[config.mk]
export PLATFORM = sky130hd
export DESIGN_NAME = pdpm_front
export DESIGN_NICKNAME = d
export VERILOG_FILES = /design/src/rtl/packed_dna_prefix_match_defines.svh /design/src/rtl/pdpm_pkg.sv /design/src/rtl/pdpm_front.sv
export SDC_FILE = /design/constraint.sdc
export NUM_CORES = 1
export LEC_CHECK = 0
export BUFFER_PORTS_ARGS = -buffer_cell sky130_fd_sc_hd__buf_2
export CAP_MARGIN = 20
export CELL_PAD_IN_SITES_DETAIL_PLACEMENT = 1
export CELL_PAD_IN_SITES_GLOBAL_PLACEMENT = 1
export CORE_MARGIN = 2
export CORE_UTILIZATION = 44
export CTS_CLUSTER_DIAMETER = 150
export DETAILED_ROUTE_END_ITERATION = 6
export PLACE_DENSITY_LB_ADDON = 0.1
export SYNTH_ARGS = -nofsm -noshare
export SYNTH_HDL_FRONTEND = slang
export SYNTH_SLANG_ARGS = --single-unit
[constraint.sdc]
create_clock -name i_clk -period 6.4 [get_ports i_clk]
set_input_delay 0.64 -clock i_clk [delete_from_list [all_inputs] [get_ports i_clk]]
set_output_delay 0.64 -clock i_clk [all_outputs]
set_load 0.05 [all_outputs]
[src/rtl/packed_dna_prefix_match_defines.svh]
// Assertion macros shared by the packed DNA prefix match design.
`ifndef PACKED_DNA_PREFIX_MATCH_DEFINES_SVH
`define PACKED_DNA_PREFIX_MATCH_DEFINES_SVH

// Same-cycle implication, sampled on i_clk and disabled while i_rst_n is low.
`define PDPM_CHECK_NOW(label, ante, cons) \
    label: assert property (@(posedge i_clk) disable iff (!i_rst_n) (ante) |-> (cons)) \
        else $error("pdpm same-cycle check failed");

// Next-cycle implication, sampled on i_clk and disabled while i_rst_n is low.
`define PDPM_CHECK_NEXT(label, ante, cons) \
    label: assert property (@(posedge i_clk) disable iff (!i_rst_n) (ante) |=> (cons)) \
        else $error("pdpm next-cycle check failed");

`endif

[src/rtl/pdpm_pkg.sv]
// Shared constants, codes and the command type of the packed DNA prefix match block.
package pdpm_pkg;

    localparam int MAX_WORDS      = 2048;
    localparam int BASES_PER_WORD = 32;
    localparam int MAX_QUERY_LEN  = 31;

    localparam int WORD_W    = 64;
    localparam int BASE_W    = 2;
    localparam int OFF_W     = $clog2(BASES_PER_WORD);
    localparam int WADDR_W   = (MAX_WORDS > 1) ? $clog2(MAX_WORDS) : 1;
    localparam int MAX_BASES = MAX_WORDS * BASES_PER_WORD;
    localparam int LEN_W     = $clog2(MAX_BASES + 1);
    localparam int START_W   = 17;
    localparam int CHAR_W    = 8;
    localparam int COUNT_W   = 5;
    localparam int QLEN_W    = 5;
    localparam int GROUP_W   = 6;
    localparam int ERR_W     = 3;

    localparam logic [CHAR_W-1:0] CHAR_A = 8'h41;
    localparam logic [CHAR_W-1:0] CHAR_C = 8'h43;
    localparam logic [CHAR_W-1:0] CHAR_G = 8'h47;
    localparam logic [CHAR_W-1:0] CHAR_T = 8'h54;

    typedef enum logic {
        OP_LOAD  = 1'b0,
        OP_QUERY = 1'b1
    } t_op;

    typedef enum logic [ERR_W-1:0] {
        ERR_OK    = 3'd0,
        ERR_CHAR  = 3'd1,
        ERR_FULL  = 3'd2,
        ERR_START = 3'd3,
        ERR_ZERO  = 3'd4
    } t_err;

    // One classified item as it travels from the front to the back.
    typedef struct packed {
        t_op                 op;
        logic                restart;
        logic                char_ok;
        logic [BASE_W-1:0]   base;
        logic                q_zero;
        logic [QLEN_W-1:0]   qlen;
        logic [WORD_W-1:0]   query;
        logic [START_W-1:0]  start;
    } t_cmd;

endpackage

[src/rtl/pdpm_front.sv]
// Front end: accepts items, classifies them and queues them for the back end.
module pdpm_front (
    input  logic                               i_clk,
    input  logic                               i_rst_n,
    input  logic                               i_in_valid,
    output logic                               o_in_ready,
    input  logic                               i_mode,
    input  logic [pdpm_pkg::CHAR_W-1:0]        i_base_char,
    input  logic                               i_restart,
    input  logic [pdpm_pkg::WORD_W-1:0]        i_query_code,
    input  logic [pdpm_pkg::START_W-1:0]       i_start_index,
    output logic                               o_cmd_valid,
    input  logic                               i_cmd_ready,
    output pdpm_pkg::t_cmd                     o_cmd
);

    localparam int QD     = 2;
    localparam int QPTR_W = $clog2(QD);
    localparam int QCNT_W = $clog2(QD + 1);
    localparam int GROUPS = pdpm_pkg::WORD_W / pdpm_pkg::BASE_W;

    // Index of the highest nonzero base group, which equals the query length
    // once the sentinel base is discounted.
    function automatic logic [pdpm_pkg::QLEN_W-1:0] f_top_group(
        input logic [pdpm_pkg::WORD_W-1:0] code
    );
        logic [pdpm_pkg::QLEN_W-1:0] g;
        g = '0;
        for (int i = 0; i < GROUPS; i++) begin
            if (|code[pdpm_pkg::BASE_W*i +: pdpm_pkg::BASE_W]) begin
                g = pdpm_pkg::QLEN_W'(i);
            end
        end
        return g;
    endfunction

    pdpm_pkg::t_cmd      w_cmd;
    pdpm_pkg::t_cmd      r_q [QD];
    logic [QPTR_W-1:0]   r_wr_ptr;
    logic [QPTR_W-1:0]   n_wr_ptr;
    logic [QPTR_W-1:0]   r_rd_ptr;
    logic [QPTR_W-1:0]   n_rd_ptr;
    logic [QCNT_W-1:0]   r_count;
    logic [QCNT_W-1:0]   n_count;
    logic                w_push;
    logic                w_pop;

    always_comb begin
        w_cmd.op      = pdpm_pkg::t_op'(i_mode);
        w_cmd.restart = i_restart;
        w_cmd.char_ok = (i_base_char == pdpm_pkg::CHAR_A) || (i_base_char == pdpm_pkg::CHAR_C) ||
                        (i_base_char == pdpm_pkg::CHAR_G) || (i_base_char == pdpm_pkg::CHAR_T);
        w_cmd.base    = i_base_char[2:1];
        w_cmd.q_zero  = (i_query_code == '0);
        w_cmd.qlen    = f_top_group(i_query_code);
        w_cmd.query   = i_query_code;
        w_cmd.start   = i_start_index;
    end

    assign o_in_ready  = (r_count != QCNT_W'(QD));
    assign o_cmd_valid = (r_count != '0);
    assign o_cmd       = r_q[r_rd_ptr];
    assign w_push      = i_in_valid && o_in_ready;
    assign w_pop       = o_cmd_valid && i_cmd_ready;

    always_comb begin
        n_wr_ptr = w_push ? QPTR_W'(r_wr_ptr + 1'b1) : r_wr_ptr;
        n_rd_ptr = w_pop ? QPTR_W'(r_rd_ptr + 1'b1) : r_rd_ptr;
        n_count  = r_count;
        if (w_push && !w_pop) begin
            n_count = QCNT_W'(r_count + 1'b1);
        end else if (w_pop && !w_push) begin
            n_count = QCNT_W'(r_count - 1'b1);
        end
    end

    always_ff @(posedge i_clk) begin
        if (!i_rst_n) begin
            r_wr_ptr <= '0;
            r_rd_ptr <= '0;
            r_count  <= '0;
        end else begin
            r_wr_ptr <= n_wr_ptr;
            r_rd_ptr <= n_rd_ptr;
            r_count  <= n_count;
        end
    end

    always_ff @(posedge i_clk) begin
        if (w_push) begin
            r_q[r_wr_ptr] <= w_cmd;
        end
    end

endmodule

---- Word level (Yosys, flattened, before mapping) ----
Memories as Yosys holds them, arrays and structs flattened. A register that Yosys moved wholly into a read port is not among the register bits.
Index checks and enable logic that the tools add are counted.
W data, S select, Z words.
storage, ports and cells
  bits of input ports ..................... 95
  RAM bits ................................ 184
  output and inout bits ................... 94
  register bits after elaboration ......... 4
  bits in latches ......................... 0
  memories ................................ 1
  ROM bits ................................ 0
cells by class
  order comparisons ....................... 0
  add/subtract/negate cells ............... 4
  divide/modulo/power cells ............... 0
  eq/ne operators ......................... 5
  multiplexer cells ....................... 37
  reductions and logical operators ........ 43
  bitwise gates (word level) .............. 0
  shifts and indexed selects .............. 0
  multipliers ............................. 0
memory list
  name  depth  bits a word  rd ports  clocked after memory_dff  wr ports  RTL line          source
  r_q   2      92           1         1                         1         pdpm_front.sv:38  pdpm_pkg::t_cmd r_q [QD];
operators with widths
  cell                   count
  $mux W5                30
  $logic_not A64 Y1      1
  $reduce_or A2 Y1       31
  $eq A8 B7 Y1 const B   4
  $mux W1                5
  $logic_and A1 B1 Y1    4
  $mux W2                2
  $reduce_bool A2 Y1     2
  $logic_or A1 B1 Y1     3
  $add A1 B1 Y1 const B  2
  $add A2 B1 Y2 const B  1
  $logic_not A1 Y1       2
  $ne A2 B2 Y1 const B   1
  $sub A2 B1 Y2 const B  1

---- Longest topological paths before layout ----
  depth after elaboration ................. 32
  mapped depth ............................ 7
  mapped depth without buffers ............ 7

---- Worst setup path after synthesis ----
Ideal clock, no wire load.
  path kind ............................... reg2reg
  start ................................... reg r_count[0]
  end ..................................... mem r_q[0][0] in the netlist's numbering (enable)
  setup time .............................. 0.545 ns
  setup slack ............................. 0.983 ns
  path buffers ............................ 0
  cell stages (with the launch flop) ...... 4
  arrival time ............................ 4.872 ns
  cells stage by stage .................... dfxtp_1 nand2b_1 nand2_1 nor2_1
on the way
  longest elaborated chain between the ends .. 4
ends and longest elaborated chain
  what                           RTL line          source
  start: declaration             pdpm_front.sv:43  logic [QCNT_W-1:0] r_count;
  start signal: assignment       pdpm_front.sv:85  r_count <= n_count;
  $ne A2 B2 Y1                   pdpm_front.sv:60  assign o_in_ready = (r_count != QCNT_W'(QD));
  via o_in_ready                 pdpm_front.sv:6   output logic o_in_ready,
  $logic_and A1 B1 Y1            pdpm_front.sv:63  assign w_push = i_in_valid && o_in_ready;
  $mux W1                        pdpm_front.sv:90  if (w_push) begin
  $mux W1 (implied by the code)  pdpm_front.sv:91  r_q[r_wr_ptr] <= w_cmd;
  end: declaration               pdpm_front.sv:38
The timed path passes the listed nets, and every way through them passes these cells.

==> impl_metrics.json <==
{
  "grt_start_max_net_pins": 75,
  "antenna_cells": 0,
  "io_buffers": 188,
  "final_cell_mix": "buf_2 (188), edfxtp_1 (184), mux2_2 (92)",
  "grt_pass1_wl_um": 24920,
  "rows": 47,
  "final_cells": 833,
  "drt_iter0_markers": 144,
  "end_kind": "primary output",
  "cts_max_path_buffers": 2,
  "layout-drive-gt1-share_pct": 52.85,
  "ant_nets": 0,
  "fin_skew_ps": 5.984,
  "cts_tree": "yes",
  "irDropWorstVdd_mv": 0.3074,
  "routabilityCongestion": 0.7442,
  "clkLatencyLatePin_ps": 420,
  "worst_path_max_delay_cell": "buf_4",
  "die_h_um": 133.5,
  "hold_path.class": "input port to register",
  "crit_chain": "buf_4 > mux2_2 > buf_2",
  "fin_crit_sh_pct": 49.36,
  "power_density_nw_per_um2": 434.2,
  "die_w_um": 133.5,
  "synth-async-reset-ratio_pct": 0,
  "grt_pass1_vias": 4566,
  "clock_sinks": 189,
  "core_um2": 16470,
  "cap_violations": 0,
  "final_common_cell": "buf_2",
  "grt.overflow.total": 0,
  "slowest_delay_ps": 760,
  "synth.distinct_cells": 44,
  "wl_per_cell_um": 19.40,
  "timing_hold_violations_final": 0,
  "tightest_slew_ps": 1052,
  "cts-resized-gates": 0,
  "max_freq_mhz": 316.5,
  "grtUsageTotal_pct": 18.64,
  "via_count": 4190,
  "r2r_slack_ps": 3890,
  "path_clk_slew_ps": 70,
  "drt_wl_total_um": 16160,
  "syn_area_per_cell_um2": 18.46,
  "clock-root-buffer": "clkbuf_16",
  "numCtsBuffers": 17,
  "start_util_pct": 44.84,
  "relSlewSlack_pct": 29.87,
  "synth-edff-count": 184,
  "crit_type": "register to primary output",
  "die-area_um2": 17830,
  "period_minus_slack_ps": 3159,
  "dp.cells": 801,
  "arrival_ps": 2520,
  "tns_ps": 0,
  "cp_data_required_time_ps": 5760,
  "utilization_pct": 55.75,
  "hold_buffers": 0,
  "ys_seq_area_share_pct": 76.19,
  "yosysWarnings": 0,
  "setup_viol": 0,
  "crit_fanout": 65,
  "rsz0062_at_grt": "no",
  "critical_path_buf_inv_count": 2,
  "fillers": 1608,
  "postCtsSetupBuffers": 0,
  "pin_count": 189,
  "drv_slew": 0,
  "synth_ff_type": "edfxtp_1",
  "area_growth_pct": 24.33,
  "viasPerCell": 5.030,
  "nNetsFinal": 696,
  "synth_area_um2": 7383,
  "synth_nets": 496,
  "h-tree-depth": 4,
  "status": "finished clean",
  "ys_ff_latch": 189,
  "worst_setup_path_start_kind": "register",
  "synthCells": 400,
  "critical_path.top_delay_family": "buffers and inverters",
  "dpl.hpwl_um": 11040,
  "drt_pass1_iterations": 4,
  "antenna_found_initial": 0,
  "hold_ws_ps": 402.5,
  "leakagePower_nw": 3.315,
  "drc": 0
}
-- through the flow --
step / area [um2] / total power [W] / setup slack [ps]
after detailed placement: 8591 / 0.002984 / 3664
after global placement: 8591 / 0.002958 / 3674
final: 9180 / 0.003986 / 3241
after CTS: 9180 / 0.004037 / 3202
after global routing: 9180 / 0.004140 / 3097
after floorplan: 7383 / 0.002676 / 982.5
-- where the power goes --
group	switching (W)	internal, W	total, W
clock	0.000436	0.000608	0.00104
sequential	0.0000624	0.00154	0.00161
combinational	0.000973	0.000363	0.00134
total	0.00147	0.00251	0.00399
-- cells by family (layout without fill, tap and decap cells) --
logic type,after synthesis,after routing,share of synthesized area [%]
mux,92,92,14.03
flops,189,189,76.19
simple gates,75,75,5.643
fa+ha+maj,1,1,0.1694
buf+inv,13,226,0.7965
xor+xnor,3,3,0.3559
compound gates,27,27,2.813
-- layer usage --
metal | global-route usage (%) | part of all wire (%) | vias to the layer above
li1 | - | - | 1986
met1 | 24.37 | 44 | 2080
met2 | 31.16 | 51 | 113
met3 | 4.376 | 4.8 | 11
met4 | 5.674 | 1.1 | 0
met5 | 0 | 0 | -
-- layout make-up --
class	instances	area [um2]	area share [%]
sequential	189	5629	61.32
multi-input combinational	198	1712	18.65
timing repair buffer	191	963.4	10.49
clock buffer	23	478.0	5.206
tap	220	275.3	2.999
clock inverter	9	111.4	1.213
inverter	3	11.26	0.1227
-- synth_stat cells (3+ instances only) --
cell,count,area (um2)
a21oi_1,4,20.02
and2_1,4,25.02
buf_2,8,40.04
dfxtp_1,5,100.1
edfxtp_1,184,5525
inv_1,3,11.26
mux2_2,92,1036
nand2_1,7,26.28
nand2b_1,3,18.77
nand3_1,6,30.03
nor2_1,29,108.9
nor4_1,9,56.30
o31a_1,3,26.28
o31ai_1,3,22.52
or4_1,4,30.03
-- final timing paths --
check,endpoint,start,cells after the start
setup / recovery,o_cmd[85],register,3
hold / removal,r_q[0][11]$_DFFE_PP_,i_start_index[11],1
setup reg to reg,r_q[0][36]$_DFFE_PP_,r_count[0]$_SDFFE_PN0P_,4
hold reg to reg,r_count[1]$_SDFFE_PN0P_,r_count[1]$_SDFFE_PN0P_,2
-- sequential cells by signal, indices dropped and copies added, names as in the netlist, named ones only --
signal	count
r_q	184
r_count	2
r_rd_ptr	1
r_wr_ptr	1
Note: power is estimated with default switching activity, not from simulation.
